File: config.mk
export PLATFORM = sky130hd
export DESIGN_NAME = periodic_event_timer_table_core_flat
export DESIGN_NICKNAME = d
export VERILOG_FILES = /design/src/rtl/pett_pkg.sv /design/src/rtl/pett_if.sv /design/src/rtl/pett_rem_unit.sv /design/src/rtl/periodic_event_timer_table_core.sv /design/src/flat_wrapper.sv
export SDC_FILE = /design/constraint.sdc
export NUM_CORES = 1
export LEC_CHECK = 0
export ABC_AREA = 0
export ABC_CLOCK_PERIOD_IN_PS = 12800
export BUFFER_PORTS_ARGS = -buffer_cell sky130_fd_sc_hd__buf_2
export CELL_PAD_IN_SITES_DETAIL_PLACEMENT = 2
export CELL_PAD_IN_SITES_GLOBAL_PLACEMENT = 2
export CORE_ASPECT_RATIO = 0.8
export CORE_MARGIN = 4
export CORE_UTILIZATION = 40
export CTS_CLUSTER_SIZE = 8
export DETAILED_ROUTE_END_ITERATION = 7
export GPL_TIMING_DRIVEN = 0
export PLACE_DENSITY = 0.75
export SKIP_CTS_REPAIR_TIMING = 1
export SYNTH_ARGS = -nofsm -noshare
export SYNTH_HDL_FRONTEND = slang
export SYNTH_HIERARCHICAL = 1
export SYNTH_SLANG_ARGS = --single-unit
File: constraint.sdc
create_clock -name clock -period 12.8 [get_ports clock]
set_input_delay 1.28 -clock clock [delete_from_list [all_inputs] [get_ports clock]]
set_output_delay 1.28 -clock clock [all_outputs]
set_load 0.03 [all_outputs]
File: src/rtl/pett_pkg.sv
package pett_pkg;

   // Table geometry
   localparam int NUM_SOURCES      = 2;
   localparam int SLOTS_PER_SOURCE = 2;

   localparam int SRC_W  = (NUM_SOURCES > 1) ? $clog2(NUM_SOURCES) : 1;
   localparam int SLOT_W = (SLOTS_PER_SOURCE > 1) ? $clog2(SLOTS_PER_SOURCE) : 1;
   localparam int SPAN_W = $clog2(SLOTS_PER_SOURCE + 1);
   localparam int MEM_AW = SRC_W + SLOT_W;
   localparam int MEM_DEPTH = 1 << MEM_AW;

   // Field widths
   localparam int TIME_W       = 16;
   localparam int TAG_W        = 8;
   localparam int FIELD_SLOT_W = 4;
   localparam int CMP_W        = FIELD_SLOT_W + 1;

   // Status codes
   localparam logic STATUS_OK     = 1'b0;
   localparam logic STATUS_REJECT = 1'b1;

   typedef enum logic [1:0] {
      FUNC_TICK   = 2'd0,
      FUNC_ADD    = 2'd1,
      FUNC_REMOVE = 2'd2,
      FUNC_RSVD   = 2'd3
   } func_type;

   typedef struct packed {
      func_type                  func;
      logic                      timer_sel;
      logic [FIELD_SLOT_W-1:0]   slot;
      logic [TIME_W-1:0]         period;
      logic [TAG_W-1:0]          handler_tag;
   } req_type;

   typedef struct packed {
      logic                      status;
      logic [FIELD_SLOT_W-1:0]   slot_out;
      logic                      fired;
      logic [TAG_W-1:0]          fired_tag;
      logic                      last;
   } rsp_type;

   // One slot entry as kept in the slot memory
   typedef struct packed {
      logic [TIME_W-1:0] period;
      logic [TIME_W-1:0] start;
      logic [TAG_W-1:0]  tag;
   } entry_type;

   // Remainder unit status toward the sequencer
   typedef struct packed {
      logic done;
      logic zero;
   } rem_stat_type;

endpackage

File: src/rtl/pett_if.sv
// Request channel
interface pett_req_if;
   logic              valid;
   logic              ready;
   pett_pkg::req_type data;

   modport source (output valid, output data, input ready);
   modport sink   (input valid, input data, output ready);
endinterface

// Response channel
interface pett_rsp_if;
   logic              valid;
   logic              ready;
   pett_pkg::rsp_type data;

   modport source (output valid, output data, input ready);
   modport sink   (input valid, input data, output ready);
endinterface

File: src/rtl/pett_rem_unit.sv
// Bit-serial restoring remainder: one quotient bit per cycle.
module pett_rem_unit (
   input  logic                          clock,
   input  logic                          reset,
   input  logic                          start,
   input  logic [pett_pkg::TIME_W-1:0]   dividend,
   input  logic [pett_pkg::TIME_W-1:0]   divisor,
   output pett_pkg::rem_stat_type        stat
);

   localparam int W     = pett_pkg::TIME_W;
   localparam int CNT_W = $clog2(W);

   logic             busy_ff, busy_in;
   logic             done_ff, done_in;
   logic [CNT_W-1:0] cnt_ff, cnt_in;
   logic [W-1:0]     dvd_ff, dvd_in;
   logic [W-1:0]     dvs_ff, dvs_in;
   logic [W-1:0]     rem_ff, rem_in;

   logic [W:0]       trial;
   logic             trial_ge;

   // One restoring step
   assign trial    = {rem_ff, dvd_ff[W-1]};
   assign trial_ge = trial >= {1'b0, dvs_ff};

   always_comb begin
      busy_in = busy_ff;
      done_in = 1'b0;
      cnt_in  = cnt_ff;
      dvd_in  = dvd_ff;
      dvs_in  = dvs_ff;
      rem_in  = rem_ff;
      if (start) begin
         busy_in = 1'b1;
         cnt_in  = CNT_W'(W - 1);
         dvd_in  = dividend;
         dvs_in  = divisor;
         rem_in  = '0;
      end else if (busy_ff) begin
         rem_in = trial_ge ? W'(trial - {1'b0, dvs_ff}) : trial[W-1:0];
         dvd_in = {dvd_ff[W-2:0], 1'b0};
         cnt_in = cnt_ff - CNT_W'(1);
         if (cnt_ff == '0) begin
            busy_in = 1'b0;
            done_in = 1'b1;
         end
      end
   end

   always_ff @(posedge clock) begin
      if (reset) begin
         busy_ff <= 1'b0;
         done_ff <= 1'b0;
      end else begin
         busy_ff <= busy_in;
         done_ff <= done_in;
      end
   end

   always_ff @(posedge clock) begin
      cnt_ff <= cnt_in;
      dvd_ff <= dvd_in;
      dvs_ff <= dvs_in;
      rem_ff <= rem_in;
   end

   assign stat.done = done_ff;
   assign stat.zero = (rem_ff == '0);

endmodule

File: src/rtl/periodic_event_timer_table_core.sv
// Periodic event timer table. Each tick source owns a small table of periodic
// events; add, remove and tick requests arrive one at a time on req_ch and every
// request yields one or more responses on rsp_ch, the final one flagged by last.
// Add and remove go through accept, decode and response load. A tick goes
// through accept and decode, skips each free slot in the used span and, for
// each enabled slot, does a memory read, a remainder start and the bit-serial
// remainder of elapsed time by period, then loads each firing. A stalled
// rsp_ch adds its wait to the response load, and to a firing that finds the
// output register still full. The period, start time and tag of each slot sit
// in a one-port-write, one-port-read slot memory; enable bits and time per
// source are flip-flops cleared by reset and span is reset to one, so no
// clearing pass is needed. A new request can be taken while the last response
// waits on rsp_ch.
module periodic_event_timer_table_core (
   input  logic       clock,
   input  logic       reset,
   pett_req_if.sink   req_ch,
   pett_rsp_if.source rsp_ch
);

   localparam int NSRC   = pett_pkg::NUM_SOURCES;
   localparam int NSLOT  = pett_pkg::SLOTS_PER_SOURCE;
   localparam int SRC_W  = pett_pkg::SRC_W;
   localparam int SLOT_W = pett_pkg::SLOT_W;
   localparam int SPAN_W = pett_pkg::SPAN_W;
   localparam int TIME_W = pett_pkg::TIME_W;
   localparam int TAG_W  = pett_pkg::TAG_W;
   localparam int FSW    = pett_pkg::FIELD_SLOT_W;
   localparam int CMP_W  = pett_pkg::CMP_W;

   typedef enum logic [6:0] {
      ST_IDLE   = 7'b0000001,
      ST_DECODE = 7'b0000010,
      ST_SCAN   = 7'b0000100,
      ST_READ   = 7'b0001000,
      ST_DIV    = 7'b0010000,
      ST_HIT    = 7'b0100000,
      ST_FINAL  = 7'b1000000
   } state_type;

   // Sequencer and request state
   state_type             state_ff, state_in;
   pett_pkg::req_type     req_ff, req_in;
   logic [SPAN_W-1:0]     idx_ff, idx_in;
   logic                  pend_v_ff, pend_v_in;
   logic [FSW-1:0]        pend_slot_ff, pend_slot_in;
   logic [TAG_W-1:0]      pend_tag_ff, pend_tag_in;
   pett_pkg::rsp_type     res_ff, res_in;

   // Per-source state
   logic                  en_ff   [NSRC][NSLOT];
   logic                  en_in   [NSRC][NSLOT];
   logic [TIME_W-1:0]     time_ff [NSRC];
   logic [TIME_W-1:0]     time_in [NSRC];
   logic [SPAN_W-1:0]     span_ff [NSRC];
   logic [SPAN_W-1:0]     span_in [NSRC];

   // Output register
   logic                  rsp_valid_ff, rsp_valid_in;
   pett_pkg::rsp_type     rsp_data_ff, rsp_data_in;
   logic                  out_free;
   logic                  out_load;
   pett_pkg::rsp_type     out_data;

   // Slot memory
   pett_pkg::entry_type   mem [pett_pkg::MEM_DEPTH];
   pett_pkg::entry_type   rd_data_ff;
   logic                  mem_we;
   logic [pett_pkg::MEM_AW-1:0] mem_waddr;
   logic [pett_pkg::MEM_AW-1:0] mem_raddr;
   pett_pkg::entry_type   mem_wdata;
   logic                  rd_en;

   // Remainder unit
   logic                  rem_start;
   logic [TIME_W-1:0]     rem_dividend;
   logic [TIME_W-1:0]     rem_divisor;
   pett_pkg::rem_stat_type rem_stat;

   // Decode helpers
   logic [SRC_W-1:0]      src_idx;
   logic                  src_ok;
   logic [SPAN_W-1:0]     cur_span;
   logic [TIME_W-1:0]     cur_time;
   logic [SPAN_W-1:0]     add_pick;
   logic                  add_full;
   logic                  rm_bad;
   logic                  rm_top;

   assign src_idx  = SRC_W'(req_ff.timer_sel);
   assign src_ok   = int'(req_ff.timer_sel) < NSRC;
   assign cur_span = span_ff[src_idx];
   assign cur_time = time_ff[src_idx];

   // Lowest free slot below the span, else the span itself
   always_comb begin
      add_pick = cur_span;
      for (int i = NSLOT - 1; i >= 0; i--) begin
         if (SPAN_W'(i) < cur_span && !en_ff[src_idx][i])
            add_pick = SPAN_W'(i);
      end
   end

   assign add_full = add_pick >= SPAN_W'(NSLOT);
   assign rm_bad   = !src_ok || CMP_W'(req_ff.slot) >= CMP_W'(cur_span)
                     || CMP_W'(req_ff.slot) >= CMP_W'(NSLOT);
   assign rm_top   = (CMP_W'(req_ff.slot) + CMP_W'(1)) == CMP_W'(cur_span);

   assign out_free     = !rsp_valid_ff || rsp_ch.ready;
   assign mem_raddr    = {src_idx, idx_ff[SLOT_W-1:0]};
   assign rem_dividend = cur_time - rd_data_ff.start;
   assign rem_divisor  = (rd_data_ff.period == '0) ? TIME_W'(1) : rd_data_ff.period;

   // Sequencer
   always_comb begin
      state_in     = state_ff;
      req_in       = req_ff;
      idx_in       = idx_ff;
      pend_v_in    = pend_v_ff;
      pend_slot_in = pend_slot_ff;
      pend_tag_in  = pend_tag_ff;
      res_in       = res_ff;
      en_in        = en_ff;
      time_in      = time_ff;
      span_in      = span_ff;
      out_load     = 1'b0;
      out_data     = '0;
      mem_we       = 1'b0;
      mem_waddr    = {src_idx, add_pick[SLOT_W-1:0]};
      mem_wdata.period = (req_ff.period == '0) ? TIME_W'(1) : req_ff.period;
      mem_wdata.start  = cur_time;
      mem_wdata.tag    = req_ff.handler_tag;
      rd_en        = 1'b0;
      rem_start    = 1'b0;

      case (state_ff)
         ST_IDLE: begin
            if (req_ch.valid) begin
               req_in   = req_ch.data;
               state_in = ST_DECODE;
            end
         end

         ST_DECODE: begin
            res_in      = '0;
            res_in.last = 1'b1;
            state_in    = ST_FINAL;
            case (req_ff.func)
               pett_pkg::FUNC_TICK: begin
                  if (src_ok) begin
                     time_in[src_idx] = cur_time + TIME_W'(1);
                     idx_in    = '0;
                     pend_v_in = 1'b0;
                     state_in  = ST_SCAN;
                  end
               end
               pett_pkg::FUNC_ADD: begin
                  if (!src_ok || req_ff.handler_tag == '0 || add_full) begin
                     res_in.status = pett_pkg::STATUS_REJECT;
                  end else begin
                     en_in[src_idx][add_pick[SLOT_W-1:0]] = 1'b1;
                     if (add_pick == cur_span)
                        span_in[src_idx] = add_pick + SPAN_W'(1);
                     mem_we          = 1'b1;
                     res_in.status   = pett_pkg::STATUS_OK;
                     res_in.slot_out = FSW'(add_pick);
                  end
               end
               pett_pkg::FUNC_REMOVE: begin
                  res_in.slot_out = req_ff.slot;
                  if (rm_bad) begin
                     res_in.status = pett_pkg::STATUS_REJECT;
                  end else begin
                     en_in[src_idx][req_ff.slot[SLOT_W-1:0]] = 1'b0;
                     if (rm_top)
                        span_in[src_idx] = cur_span - SPAN_W'(1);
                     res_in.status = pett_pkg::STATUS_OK;
                  end
               end
               default: begin
                  res_in.status = pett_pkg::STATUS_REJECT;
               end
            endcase
         end

         // Walk the span; the held firing becomes the final response
         ST_SCAN: begin
            if (idx_ff >= SPAN_W'(NSLOT) || idx_ff >= cur_span) begin
               res_in      = '0;
               res_in.last = 1'b1;
               if (pend_v_ff) begin
                  res_in.slot_out  = pend_slot_ff;
                  res_in.fired     = 1'b1;
                  res_in.fired_tag = pend_tag_ff;
               end
               state_in = ST_FINAL;
            end else if (!en_ff[src_idx][idx_ff[SLOT_W-1:0]]) begin
               idx_in = idx_ff + SPAN_W'(1);
            end else begin
               rd_en    = 1'b1;
               state_in = ST_READ;
            end
         end

         ST_READ: begin
            rem_start = 1'b1;
            state_in  = ST_DIV;
         end

         ST_DIV: begin
            if (rem_stat.done) begin
               if (rem_stat.zero) begin
                  state_in = ST_HIT;
               end else begin
                  idx_in   = idx_ff + SPAN_W'(1);
                  state_in = ST_SCAN;
               end
            end
         end

         // Release the previous firing, hold this one
         ST_HIT: begin
            if (!pend_v_ff || out_free) begin
               if (pend_v_ff) begin
                  out_load           = 1'b1;
                  out_data.status    = pett_pkg::STATUS_OK;
                  out_data.slot_out  = pend_slot_ff;
                  out_data.fired     = 1'b1;
                  out_data.fired_tag = pend_tag_ff;
                  out_data.last      = 1'b0;
               end
               pend_v_in    = 1'b1;
               pend_slot_in = FSW'(idx_ff);
               pend_tag_in  = rd_data_ff.tag;
               idx_in       = idx_ff + SPAN_W'(1);
               state_in     = ST_SCAN;
            end
         end

         ST_FINAL: begin
            if (out_free) begin
               out_load = 1'b1;
               out_data = res_ff;
               state_in = ST_IDLE;
            end
         end

         default: begin
            state_in = ST_IDLE;
         end
      endcase
   end

   assign req_ch.ready = (state_ff == ST_IDLE);

   // Output register
   assign rsp_valid_in = out_load || (rsp_valid_ff && !rsp_ch.ready);
   assign rsp_data_in  = out_load ? out_data : rsp_data_ff;
   assign rsp_ch.valid = rsp_valid_ff;
   assign rsp_ch.data  = rsp_data_ff;

   // Control state
   always_ff @(posedge clock) begin
      if (reset) begin
         state_ff     <= ST_IDLE;
         pend_v_ff    <= 1'b0;
         rsp_valid_ff <= 1'b0;
         for (int s = 0; s < NSRC; s++) begin
            time_ff[s] <= '0;
            span_ff[s] <= SPAN_W'(1);
            for (int i = 0; i < NSLOT; i++)
               en_ff[s][i] <= 1'b0;
         end
      end else begin
         state_ff     <= state_in;
         pend_v_ff    <= pend_v_in;
         rsp_valid_ff <= rsp_valid_in;
         time_ff      <= time_in;
         span_ff      <= span_in;
         en_ff        <= en_in;
      end
   end

   // Payload registers
   always_ff @(posedge clock) begin
      req_ff       <= req_in;
      idx_ff       <= idx_in;
      pend_slot_ff <= pend_slot_in;
      pend_tag_ff  <= pend_tag_in;
      res_ff       <= res_in;
      rsp_data_ff  <= rsp_data_in;
   end

   // Slot memory, registered read
   always_ff @(posedge clock) begin
      if (mem_we)
         mem[mem_waddr] <= mem_wdata;
      if (rd_en)
         rd_data_ff <= mem[mem_raddr];
   end

   pett_rem_unit u_rem (
      .clock    (clock),
      .reset    (reset),
      .start    (rem_start),
      .dividend (rem_dividend),
      .divisor  (rem_divisor),
      .stat     (rem_stat)
   );

endmodule

File: src/flat_wrapper.sv
// flat-port wrapper written by rule: the top's interface ports become plain ports
module periodic_event_timer_table_core_flat 
  (clock, reset, req_ch_valid, req_ch_data, req_ch_ready, rsp_ch_valid, rsp_ch_data, rsp_ch_ready);
  pett_req_if req_ch_i ();
  pett_rsp_if rsp_ch_i ();
  input  logic clock;
  input  logic reset;
  input wire logic [$bits(req_ch_i.valid)-1:0] req_ch_valid;
  input wire logic [$bits(req_ch_i.data)-1:0] req_ch_data;
  output wire logic [$bits(req_ch_i.ready)-1:0] req_ch_ready;
  output wire logic [$bits(rsp_ch_i.valid)-1:0] rsp_ch_valid;
  output wire logic [$bits(rsp_ch_i.data)-1:0] rsp_ch_data;
  input wire logic [$bits(rsp_ch_i.ready)-1:0] rsp_ch_ready;
  assign req_ch_i.valid = req_ch_valid;
  assign req_ch_i.data = req_ch_data;
  assign req_ch_ready = req_ch_i.ready;
  assign rsp_ch_valid = rsp_ch_i.valid;
  assign rsp_ch_data = rsp_ch_i.data;
  assign rsp_ch_i.ready = rsp_ch_ready;
  periodic_event_timer_table_core u_core (.clock(clock), .reset(reset), .req_ch(req_ch_i), .rsp_ch(rsp_ch_i));
endmodule
==> After elaboration in Yosys (flattened, before gate mapping) <==
Memory sizes are Yosys's and may differ from the RTL's. A register that Yosys moved wholly into a read port is not among the register bits.
Cells that the tools add are included.
{ "totals": {"mem_count": 1, "ram_bits": 160, "regBits": 176, "inputBits": 35, "out_inout_bits": 17} }
{ "memory_table": {"columns": ["name", "words", "width", "rd", "rd_ports_with_merged_regs", "write_ports", "line", "text"], "rows": [
  ["u_core.mem", 4, 40, 1, 1, 1, "periodic_event_timer_table_core.sv:66", "pett_pkg::entry_type mem [pett_pkg::MEM_DEPTH];"]
]} }
{ "classes": {"mux": 89, "eq_ne": 25, "n_addsub": 8, "order_cmp": 15, "bitwise": 8, "n_reduce_logical": 38} }
{ "op_table": {"columns": ["cell", "count"], "rows": [
  ["$mux 16", 8],
  ["$pmux 15 s2", 2],
  ["$mux 7", 7],
  ["$pmux 7 s7", 1],
  ["$logic_not 16->1", 3],
  ["$mux 15", 3],
  ["$mux 2", 18],
  ["$bwmux 32", 1],
  ["$sub 16x16->16", 2],
  ["$mux 1", 25],
  ["$mux 4", 6],
  ["$pmux 4 s2", 3],
  ["$ge 17x16->1", 1],
  ["$add 16x1->16 const B", 1],
  ["$demux 16 s1", 1],
  ["$ne 2x2->1 const B", 7],
  ["$ge 2x2->1 const B", 6],
  ["$mux 12", 1],
  ["$ne 2x1->1 const B", 6],
  ["$mux 11", 1],
  ["$bwmux 4", 2],
  ["$logic_not 8->1", 1],
  ["$not 1->2", 4],
  ["$pmux 2 s4", 1],
  ["44 further kinds", 72]
]} }

==> Logic depth before layout (Yosys ltp) <==
Gate-level depths: netlist (run 1).
{ "logic_depth": {"ltp_word": 18, "ltp_mapped": 16} }

==> Modules after synthesis <==
Netlist (run 1), hierarchy kept.
{ "by_module_without_submodules": {"columns": ["module", "area_per_inst_um2", "seq_area_each_um2", "cells_each", "instances"], "rows": [
  ["periodic_event_timer_table_core", 13710.6, 9148.8, 903, 1],
  ["pett_rem_unit", 2891.5, 1401.3, 266, 1]
]} }

==> Worst setup path after synthesis (run 1) <==
No wires, ideal clock.
{ "synth_timing": {"path_kind": "reg2reg", "from": "register u_core.idx_ff[0]", "to": "register u_core/rd_data_ff[0] (netlist name)", "arrival_ns": 4.795, "stages_incl_launch_ff": 8, "path_slack_ns": 7.510, "path_cell_list": "edfxtp_1 -> clkbuf_1 -> buf_1 -> inv_1 -> ha_1 -> o21ai_0 -> nand2_1 -> nor3b_1"} }
{ "synth_between": {"elab_chain_cells": 7} }
{ "synth_lines": {"columns": ["element", "line", "text"], "rows": [
  ["from (decl)", "periodic_event_timer_table_core.sv:44", "logic [SPAN_W-1:0] idx_ff, idx_in;"],
  ["from (signal assigned)", "periodic_event_timer_table_core.sv:287", "idx_ff <= idx_in;"],
  ["$not 1->2 (not written as such)", "periodic_event_timer_table_core.sv:197", "end else if (!en_ff[src_idx][idx_ff[SLOT_W-1:0]]) begin"],
  ["$mux 1 (not written as such) (3 in a row)", "periodic_event_timer_table_core.sv:197", null],
  ["$mux 1", "periodic_event_timer_table_core.sv:197", null],
  ["$mux 1 (*)", "periodic_event_timer_table_core.sv:188", "if (idx_ff >= SPAN_W'(NSLOT) || idx_ff >= cur_span) begin"],
  ["$mux 1 (*)", "periodic_event_timer_table_core.sv:136", "case (state_ff)"],
  ["net u_core.rd_en", "periodic_event_timer_table_core.sv:72", "logic rd_en;"]
]} }
The timed path passes the listed nets; every way through them passes the cells marked *. The select of a mux whose other input is x is not followed.
A chain may end at the register's enable or synchronous reset.

==> Worst setup path in the final report (run 1) <==
{ "layout_timing": {"from": "register u_core.req_ff (netlist bit u_core/src_idx)", "to": "register u_core.u_rem.dvd_ff[13], data pin"} }
{ "layout_between": {"elab_chain_cells": 6} }
{ "layout_lines": {"columns": ["element", "line", "text"], "rows": [
  ["from (decl)", "periodic_event_timer_table_core.sv:43", "pett_pkg::req_type req_ff, req_in;"],
  ["from (signal assigned)", "periodic_event_timer_table_core.sv:286", "req_ff <= req_in;"],
  ["$not 1->2 (not written as such)", "periodic_event_timer_table_core.sv:93", "assign cur_time = time_ff[src_idx];"],
  ["$mux 16 (not written as such) (3 in a row)", "periodic_event_timer_table_core.sv:93", null],
  ["net u_core.cur_time[1]", "periodic_event_timer_table_core.sv:84", "logic [TIME_W-1:0] cur_time;"],
  ["$sub 16x16->16", "periodic_event_timer_table_core.sv:111", "assign rem_dividend = cur_time - rd_data_ff.start;"],
  ["net u_core.rem_dividend[13]", "periodic_event_timer_table_core.sv:76", "logic [TIME_W-1:0] rem_dividend;"],
  ["$mux 16", "pett_rem_unit.sv:35", "if (start) begin"],
  ["net u_core.u_rem.dvd_in[13]", "pett_rem_unit.sv:17", "logic [W-1:0] dvd_ff, dvd_in;"],
  ["to (signal assigned)", "pett_rem_unit.sv:64", "dvd_ff <= dvd_in;"],
  ["to (decl)", "pett_rem_unit.sv:17", null]
]} }
The timed path passes the listed nets, and every way through them passes these cells. The select of a mux whose other input is x is not followed.

==> results.py, run 1 <==
metrics = {
    "die": {
        "io_pins": 52,
        "die-width_um": 235.8,
        "die_h_um": 190.2,
        "core_area_mm2": 0.04079,
        "row_count": 66,
        "die-area_mm2": 0.04485,
        "start_util": 0.4070,
    },
    "outcome": {
        "status": "finished clean",
    },
    "cells_and_area": {
        "layout_commonest_cell": "edfxtp_1",
        "final_util": 0.4727,
        "area_growth_pct": 16.14,
        "instances_no_fill": 1876,
        "drive_gt1_frac": 0.1796,
        "fin_nets": 1368,
        "n_fill_cell": 3927,
        "layout_common_cells": "edfxtp_1, clkbuf_1, dfxtp_1",
    },
    "worst_setup_path": {
        "startpoint_type": "flop",
        "worstPathMaxFanout": 11,
        "crit_type": "flop to flop",
        "cp.required_ns": 13.25,
        "endpoint_kind": "flop",
        "arrival_ns": 5.43,
    },
    "timing": {
        "finalSetupTns_ns": 0,
        "min_period_ns": 4.988,
        "clock_skew_ns": 0.03846,
        "hold_violations": 0,
        "rsz0062_at_grt": "false",
        "final-max-slew-violation-count": 0,
        "max_slew_margin": 0.1953,
        "worst_slew_pin_slew_ns": 1.207,
        "setup_viol": 0,
        "clock.fmax_mhz": 200.5,
        "fin_crit_sh": 0.3897,
    },
    "cts": {
        "cts-buffers-inserted": 52,
        "cts_sinks": 375,
        "htree_levels": 2,
        "cts_root_buffer": "clkbuf_16",
        "insertion_delay_ns": 0.59,
        "cts_tree": "done",
        "clk_path_buf_depth": 3,
        "clk_pin_slew_ns": 0.05,
    },
    "global_routing": {
        "grt_pass1_wl_um": 73490,
        "antenna_found_initial": 0,
        "grt_max_degree": 32,
        "grt_usage": 0.2122,
        "grt_pass1_vias": 11850,
        "overflow": 0,
    },
    "yosys": {
        "synth_nets": 1250,
        "avgSynthCellArea_um2": 14.20,
        "synth_warnings": 6,
        "synth.lib_cells_used.distinct": 94,
        "yosysSeqAreaShare": 0.6355,
        "syn_area_mm2": 0.01660,
        "synth-seq-cells": 375,
        "synth_flop_cell": "edfxtp_1",
        "synth_edf_count": 304,
        "synthArstFlopShare": 0,
        "synthCells": 1169,
    },
    "placed_design": {
        "io_buffers": 51,
        "dp.cells": 1777,
        "gp_congestion": 0.8002,
        "dp_hpwl_um": 33410,
    },
    "run": {
        "maxCapViolCount": 0,
    },
    "route": {
        "via_per_inst": 5.555,
        "vias": 10420,
        "drc": 0,
        "finalWirelength_um": 47610,
        "drtAntennaViolNets": 0,
        "drt_iter0_drc": 575,
        "dr.pass1.iters": 4,
        "wl_per_cell_um": 25.38,
    },
    "pwr": {
        "ir_worst_vdd_mv": 0.1140,
        "power_mw": 2.829,
        "p_per_area_mw_per_mm2": 146.7,
        "p_leak_nw": 6.971,
    },
    "worst_hold_path": {
        "hp-class": "flop to flop",
    },
}
critical path: stages, from the launching register on:
cell	delay, ns
edfxtp_1	0.38
buf_6	0.16
buf_6	0.17
buf_6	0.19
buf_2	0.33
buf_2	0.39
buf_2	0.39
mux2i_1	0.37
inv_1	0.22
ha_1	0.32
nor2b_1	0.15
o31a_1	0.29
nor3_1	0.40
o21ai_1	0.29
or4b_1	0.54
nand3_1	0.10
mux2_2	0.14
state kept, by name, summed over array words and instances (netlist names), 14 cells and up:
register and cells:
u_core/u_rem/rem_ff 16, u_core/rsp_ch.data 15, u_core/mem 160, u_core/time_ff 32, u_core/req_ff 22, u_core/rd_data_ff 40
u_core/res_ff 14, u_core/u_rem/dvs_ff 16, u_core/u_rem/dvd_ff 16
power breakdown:
group	switching [mW]	total (mW)	internal (mW)
sequential	0.0207	1.37	1.35
clock	0.529	1.31	0.778
combinational	0.0997	0.152	0.0527
Yosys cell counts (13+ instances only):
cell type  count  share of area
nand3_1       24         0.0072
mux2i_1       15         0.0090
mux2_2        22          0.015
and3_1        23         0.0087
dfxtp_1       71          0.086
clkbuf_1      47          0.011
nand2_1       67          0.015
nor3_1        13         0.0039
ha_1          44          0.033
a21o_1        15         0.0068
inv_1         60          0.014
edfxtp_1     304           0.55
a21oi_1       41          0.012
nor4_1        18         0.0068
xor2_1        22          0.012
mux4_2        41          0.056
o21ai_0       29         0.0087
nor2_1        62          0.014
xnor2_1       18         0.0095
final timing paths:
kind	start	to	slack, ns	cells past startpoint
worst max register to register	u_core/src_idx$_DFFE_PP_	u_core/u_rem/dvd_ff[13]$_DFFE_PP_	7.81	16
worst max-delay path	u_core/src_idx$_DFFE_PP_	u_core/u_rem/dvd_ff[13]$_DFFE_PP_	7.81	16
worst min register to register	u_core/rd_data_ff[6]$_DFFE_PP_	u_core/pend_tag_ff[6]$_DFFE_PP_	0.42	0
worst min-delay path	u_core/rd_data_ff[6]$_DFFE_PP_	u_core/pend_tag_ff[6]$_DFFE_PP_	0.42	0
metrics by stage:
step	hold slack (ns)	area (µm²)	setup WS (ns)
2_1_floorplan	0.4003	16600	7.510
3_3_place_gp	0.4072	17540	4.334
3_5_place_dp	0.4059	17730	7.876
4_1_cts	0.4273	19280	7.800
5_1_grt	0.4292	19280	7.605
6_report	0.4244	19280	7.812
metal layers:
| metal | GRT usage | up-vias | wire length, µm |
|---|---|---|---|
| li1 | - | 4697 | - |
| met1 | 0.2819 | 5436 | 21160 |
| met2 | 0.3727 | 214 | 23870 |
| met3 | 0.02935 | 75 | 1632 |
| met4 | 0.05080 | 0 | 944 |
| met5 | 0 | - | 0 |
area by class of cell:
type / instances / area [µm²] / area share
antenna: 1 / 2.502 / 0.0001298
buffer: 73 / 335.3 / 0.01739
clock buffer: 96 / 1488 / 0.07715
clock inverter: 2 / 60.06 / 0.003115
inverter: 61 / 229.0 / 0.01187
multi-input combinational: 660 / 5509 / 0.2857
sequential: 375 / 10550 / 0.5471
tap: 544 / 680.7 / 0.03530
timing repair buffer: 64 / 427.9 / 0.02219
cells by family (layout without fill, tap and decap cells):
| family | after synthesis | in the layout | share of synthesized area |
|---|---|---|---|
| AND/OR/NAND/NOR | 302 | 302 | 0.1026 |
| XOR/XNOR | 40 | 40 | 0.02110 |
| other | 0 | 1 | 0 |
| AO/OA/AOI/OAI | 186 | 186 | 0.08479 |
| buffers and inverters | 134 | 296 | 0.03399 |
| flip-flops | 375 | 375 | 0.6355 |
| adder cells (fa/ha/maj) | 46 | 46 | 0.03557 |
| multiplexers | 86 | 86 | 0.08652 |
(Power assumes the default switching activity.)
==> inputs of run 2 (changes only) <==
- ABC_AREA: 0 -> 1
- ABC_CLOCK_PERIOD_IN_PS: 12800 -> 4700
- PLACE_DENSITY: 0.75 -> 0.81
- clock period: 12.8 -> 4.7 ns (I/O delays scaled with it)
==> results.py, run 2 <==
metrics = {
    "outcome": {
        "status": "finished clean",
    },
    "cells_and_area": {
        "drive_gt1_frac": 0.1149,
        "layout_commonest_cell": "nand2_1",
        "area_growth_pct": 16.05,
        "instances_no_fill": 2467,
        "fin_nets": 1953,
        "diodes": 0,
        "largest_reg_flops": 160,
        "regArea_mm2": 0.01055,
        "n_fill_cell": 4414,
        "multi_input_area_mm2": 0.005557,
        "largest_register": "u_core/mem",
        "layout_common_cells": "nand2_1, edfxtp_1, inv_1",
        "final_util": 0.4755,
        "reg_top3": "u_core/mem (160), u_core/rd_data_ff (40), u_core/time_ff (32)",
    },
    "pwr": {
        "p_int_mw": 6.773,
        "pwr-share-comb": 0.234,
        "ir_worst_vdd_mv": 0.3662,
        "pwr-share-seq": 0.407,
        "p_clk_frac": 0.359,
        "p_sw_frac": 0.3356,
        "p_per_area_mw_per_mm2": 506.4,
        "p_leak_nw": 8.122,
        "power_mw": 10.19,
        "power.switching_mw": 3.421,
    },
    "yosys": {
        "yosysMostFrequentCell": "nand2_1",
        "synthArstFlopShare": 0,
        "synth_edf_count": 304,
        "synth-seq-cells": 375,
        "synth.area.top_cells": "edfxtp_1, dfxtp_1, nand2_1, inv_1, nor2_1",
        "synth_commonest_cells": "nand2_1, edfxtp_1, inv_1",
        "yosysSeqAreaShare": 0.6082,
        "synth_warnings": 6,
        "avgSynthCellArea_um2": 9.906,
        "synthCells": 1751,
        "synth_top_area_cell": "edfxtp_1",
        "syn_area_mm2": 0.01735,
        "synth_nets": 1832,
        "synth_flop_cell": "edfxtp_1",
        "synth.lib_cells_used.distinct": 50,
        "synth_top_area_frac": 0.5263,
    },
    "timing": {
        "fin_crit_sh": 0.8616,
        "rsz0062_at_grt": "false",
        "finalSetupTns_ns": 0,
        "final-max-slew-violation-count": 0,
        "clock.fmax_mhz": 247.0,
        "clock_skew_ns": 0.03176,
        "whs_ns": 0.02429,
        "hold_violations": 0,
        "min_period_ns": 4.049,
        "setup_viol": 0,
        "max_slew_margin": 0.2818,
        "worst_slew_pin_slew_ns": 1.075,
    },
    "die": {
        "die-width_um": 240.8,
        "row_count": 67,
        "die-area_mm2": 0.04678,
        "start_util": 0.4097,
        "core_area_mm2": 0.04233,
        "die_h_um": 194.3,
        "io_pins": 52,
    },
    "worst_setup_path": {
        "startpoint_type": "flop",
        "worstPathMaxFanout": 10,
        "crit_type": "flop to flop",
        "r2r_cells": 15,
        "arrival_ns": 4.37,
        "endpoint_kind": "flop",
        "cp.required_ns": 5.02,
    },
    "route": {
        "drc": 0,
        "finalWirelength_um": 63640,
        "dr.pass1.iters": 7,
        "wl_per_cell_um": 25.80,
        "drtAntennaViolNets": 0,
        "drt_iter0_drc": 972,
        "vias": 13700,
        "via_per_inst": 5.554,
    },
    "cts": {
        "htree_levels": 2,
        "insertion_delay_ns": 0.62,
        "cts-buffers-inserted": 53,
        "cts_sinks": 375,
        "cts_root_buffer": "clkbuf_16",
        "clk_pin_slew_ns": 0.05,
        "clk_path_buf_depth": 3,
        "cts_tree": "done",
    },
    "global_routing": {
        "overflow": 0,
        "grt_max_degree": 30,
        "grt_pass1_wl_um": 95460,
        "antenna_found_initial": 2,
        "grt_pass1_vias": 15310,
        "grt_usage": 0.2705,
    },
    "placed_design": {
        "dp.cells": 2369,
        "io_buffers": 51,
        "gp_congestion": 0.8303,
        "dp_hpwl_um": 45740,
    },
    "worst_hold_path": {
        "hp-class": "input port to flop",
        "holdPathStages": 1,
    },
    "run": {
        "maxCapViolCount": 0,
    },
}
## run 2: changes by cell type in the layout (fill, tap and decap cells not counted), moves of 41 or more
cell,previous run,this run
o21ai_0,28,128
mux4_2,41,0
inv_1,60,220
nand3_1,24,98
nor2_1,61,176
nand2_1,67,344
## run 2: kinds of logic after synthesis
logic type	Yosys count	share of synthesized area
DFF	375	0.6082
and+or+nand+nor	720	0.1829
xor gates and xnor gates	23	0.01161
AOI/OAI and AO/OA	271	0.08873
adders and majority gates	46	0.03405
buffers and inverters	316	0.07444
## run 2: stage by stage
stage | instance area, µm² | setup slack [ns]
6_report | 20130 | 0.6507
5_1_grt | 20130 | 0.6033
4_1_cts | 20130 | 0.7651
3_5_place_dp | 18550 | 0.8027
3_3_place_gp | 18300 | -3.030
2_1_floorplan | 17350 | -0.1517
## run 2: path summary, 6_finish.rpt
check	start	to	slack, ns
max	u_core/src_idx$_DFFE_PP_	u_core/mem[1][17]$_DFFE_PP_	0.65
max reg2reg	u_core/src_idx$_DFFE_PP_	u_core/mem[1][17]$_DFFE_PP_	0.65
min	req_ch_data[7]	u_core/mem_wdata[7]$_DFFE_PP_	0.02
min reg2reg	u_core/rd_data_ff[3]$_DFFE_PP_	u_core/pend_tag_ff[3]$_DFFE_PP_	0.43
## run 2: routing by layer
metal / GRT usage / vias up / share of wire
met5: 0 / - / 0.00050
met4: 0.09029 / 4 / 0.034
met3: 0.06214 / 130 / 0.063
met2: 0.4537 / 440 / 0.49
met1: 0.3469 / 6996 / 0.42
li1: - / 6131 / -
## run 2: area by class of cell
cell class,instances,area share
multi-input cells,1060,0.2760
clock buffers,94,0.07403
flip-flops and latches,375,0.5241
inverters,230,0.04301
plain buffers,86,0.02113
well taps,552,0.03431
repair buffers,66,0.02294
clock inverters,4,0.004413
## run 2: power groups by stage
stage / logic [mW] / registers [mW] / clock network [mW]
floorplan: 1.47 / 4.13 / 0
global placement: 2.07 / 4.18 / 0
detailed placement: 2.31 / 4.20 / 0
CTS: 2.37 / 4.14 / 3.73
global route: 2.60 / 4.16 / 3.90
finish: 2.39 / 4.14 / 3.66
## run 2: critical path, cell delays in order, from the launching register on
cell and delay (ns):
edfxtp_1 0.34, buf_6 0.19, buf_8 0.21, nand2_1 0.08, nand2_1 0.25, inv_1 0.15
ha_1 0.21, inv_1 0.10, nand3_2 0.18, nand3_1 0.12, nand2_1 0.12, nor2_1 0.19
nand2_1 0.26, nor3_2 0.86, buf_6 0.29, buf_8 0.18
==> inputs of run 3 (changes only) <==
- CORE_UTILIZATION: 40 -> 41
- PLACE_DENSITY: 0.81 -> 0.83
==> results.py, run 3 (synthesis gave the netlist of run 2 again) <==
metrics = {
    "route": {
        "vias": 14510,
        "drt_iter0_drc": 1576,
        "wl_per_cell_um": 29.28,
        "via_per_inst": 5.884,
        "drc": 0,
        "finalWirelength_um": 72200,
        "drtAntennaViolNets": 0,
        "dr.pass1.iters": 5,
    },
    "timing": {
        "rsz0062_at_grt": "false",
        "clock_skew_ns": 0.04403,
        "clock.fmax_mhz": 231.4,
        "finalSetupTns_ns": 0,
        "setup_viol": 0,
        "final-max-slew-violation-count": 0,
        "max_slew_margin": 0.07517,
        "worst_slew_pin_slew_ns": 1.382,
        "min_period_ns": 4.322,
        "setup_ws_ns": 0.3780,
        "hold_violations": 0,
        "fin_crit_sh": 0.9196,
    },
    "pwr": {
        "ir_worst_vdd_mv": 0.3688,
        "p_per_area_mw_per_mm2": 515.6,
        "power_mw": 10.37,
        "p_leak_nw": 8.115,
    },
    "worst_setup_path": {
        "regToRegEndpoint": "u_core/rd_data_ff[1]$_DFFE_PP_",
        "worstPathMaxFanout": 15,
        "endpoint_kind": "flop",
        "crit_type": "flop to flop",
        "r2r-start": "u_core/idx_ff[0]$_SDFFCE_PN0P_",
        "cp.required_ns": 4.99,
        "rrSetupSlack_ns": 0.38,
        "startpoint_type": "flop",
        "r2r_cells": 10,
        "arrival_ns": 4.61,
    },
    "die": {
        "core_area_mm2": 0.04183,
        "die-width_um": 238.0,
        "start_util": 0.4147,
        "row_count": 67,
        "die-area_mm2": 0.04568,
        "die_h_um": 192.0,
        "io_pins": 52,
    },
    "cts": {
        "cts-buffers-inserted": 53,
        "htree_levels": 2,
        "clk_path_buf_depth": 3,
        "insertion_delay_ns": 0.62,
        "cts_tree": "done",
        "cts_root_buffer": "clkbuf_16",
        "cts_sinks": 375,
        "clk_pin_slew_ns": 0.06,
    },
    "cells_and_area": {
        "drive_gt1_frac": 0.1144,
        "final_util": 0.4807,
        "layout_common_cells": "nand2_1, edfxtp_1, inv_1",
        "fin_nets": 1953,
        "largest_reg_flops": 160,
        "layout_commonest_cell": "nand2_1",
        "reg_top3": "u_core/mem (160), u_core/rd_data_ff (40), u_core/time_ff (32)",
        "largest_register": "u_core/mem",
        "diodes": 0,
        "area_growth_pct": 15.92,
    },
    "outcome": {
        "status": "finished clean",
    },
    "global_routing": {
        "grt_max_degree": 31,
        "met1_usage": 0.3914,
        "grt_pass1_vias": 15950,
        "grt_pass1_wl_um": 106600,
        "use_met2": 0.5260,
        "grt_usage": 0.3132,
        "antenna_found_initial": 1,
        "grt.met3_usage": 0.06001,
        "overflow": 0,
        "busiest_layer": "met2",
    },
    "run": {
        "maxCapViolCount": 0,
    },
    "placed_design": {
        "gp_congestion": 0.8371,
        "place_ws_ns": 0.7986,
        "dp_hpwl_um": 44680,
        "io_buffers": 51,
    },
    "worst_hold_path": {
        "hold_end": "u_core/mem_wdata[5]$_DFFE_PP_",
        "holdCritStartpoint": "req_ch_data[5]",
        "hp-class": "input port to flop",
        "holdPathStages": 1,
    },
}
[run 3: worst max-delay path by stage]
stage / start / endpoint / slack [ns] / cells past startpoint
2_1_floorplan: u_core/src_idx$_DFFE_PP_ / u_core/mem[1][0]$_DFFE_PP_ / -0.15 / 13
3_3_place_gp: u_core/src_idx$_DFFE_PP_ / u_core/mem[3][3]$_DFFE_PP_ / -2.93 / 13
3_5_place_dp: u_core/idx_ff[0]$_SDFFCE_PN0P_ / u_core/rd_data_ff[27]$_DFFE_PP_ / 0.80 / 10
4_1_cts: u_core/idx_ff[0]$_SDFFCE_PN0P_ / u_core/rd_data_ff[1]$_DFFE_PP_ / 0.50 / 10
5_1_grt: u_core/idx_ff[0]$_SDFFCE_PN0P_ / u_core/rd_data_ff[27]$_DFFE_PP_ / 0.42 / 10
6_report: u_core/idx_ff[0]$_SDFFCE_PN0P_ / u_core/rd_data_ff[1]$_DFFE_PP_ / 0.38 / 10
[run 3: layout make-up]
class                           count  area, µm²
Multi-Input combinational cell   1060       5554
Clock inverter                      5      93.84
Tap cell                          552      690.7
Timing Repair Buffer               66      454.2
Inverter                          230      865.8
Buffer                             86      425.4
Sequential cell                   375      10550
Clock buffer                       92       1473
Fill cell                        4308      21720
[run 3: per-stage QoR]
| step | hold slack, ns | area [µm²] | std cells |
|---|---|---|---|
| 4_1_cts | 0.01031 | 20110 | 2466 |
| 2_1_floorplan | 0.4003 | 17350 | 1751 |
| 3_5_place_dp | 0.4141 | 18540 | 2369 |
| 3_3_place_gp | 0.4032 | 18300 | 2354 |
| 5_1_grt | 0.01917 | 20110 | 2466 |
| 6_report | 0.02995 | 20110 | 2466 |
[run 3: report_power, final]
part / switching (mW) / internal [mW] / total [mW]
sequential: 0.185 / 3.96 / 4.15
clock: 1.60 / 2.13 / 3.72
combinational: 1.83 / 0.668 / 2.49
[run 3: worst max-delay path, stage by stage (launching register included)]
cell and delay [ns]:
edfxtp_1 0.43, buf_2 0.27, inv_1 0.16, buf_2 0.38, clkbuf_1 0.61, ha_1 0.40, o21ai_0 0.27, nand2_1 0.21
nor3_4 0.71, buf_8 0.26, buf_8 0.26
[run 3: per-layer routing]
layer / vias up / share of wire
met5: - / 0.000097
met4: 2 / 0.053
met3: 251 / 0.073
met2: 747 / 0.47
met1: 7392 / 0.40
li1: 6118 / -
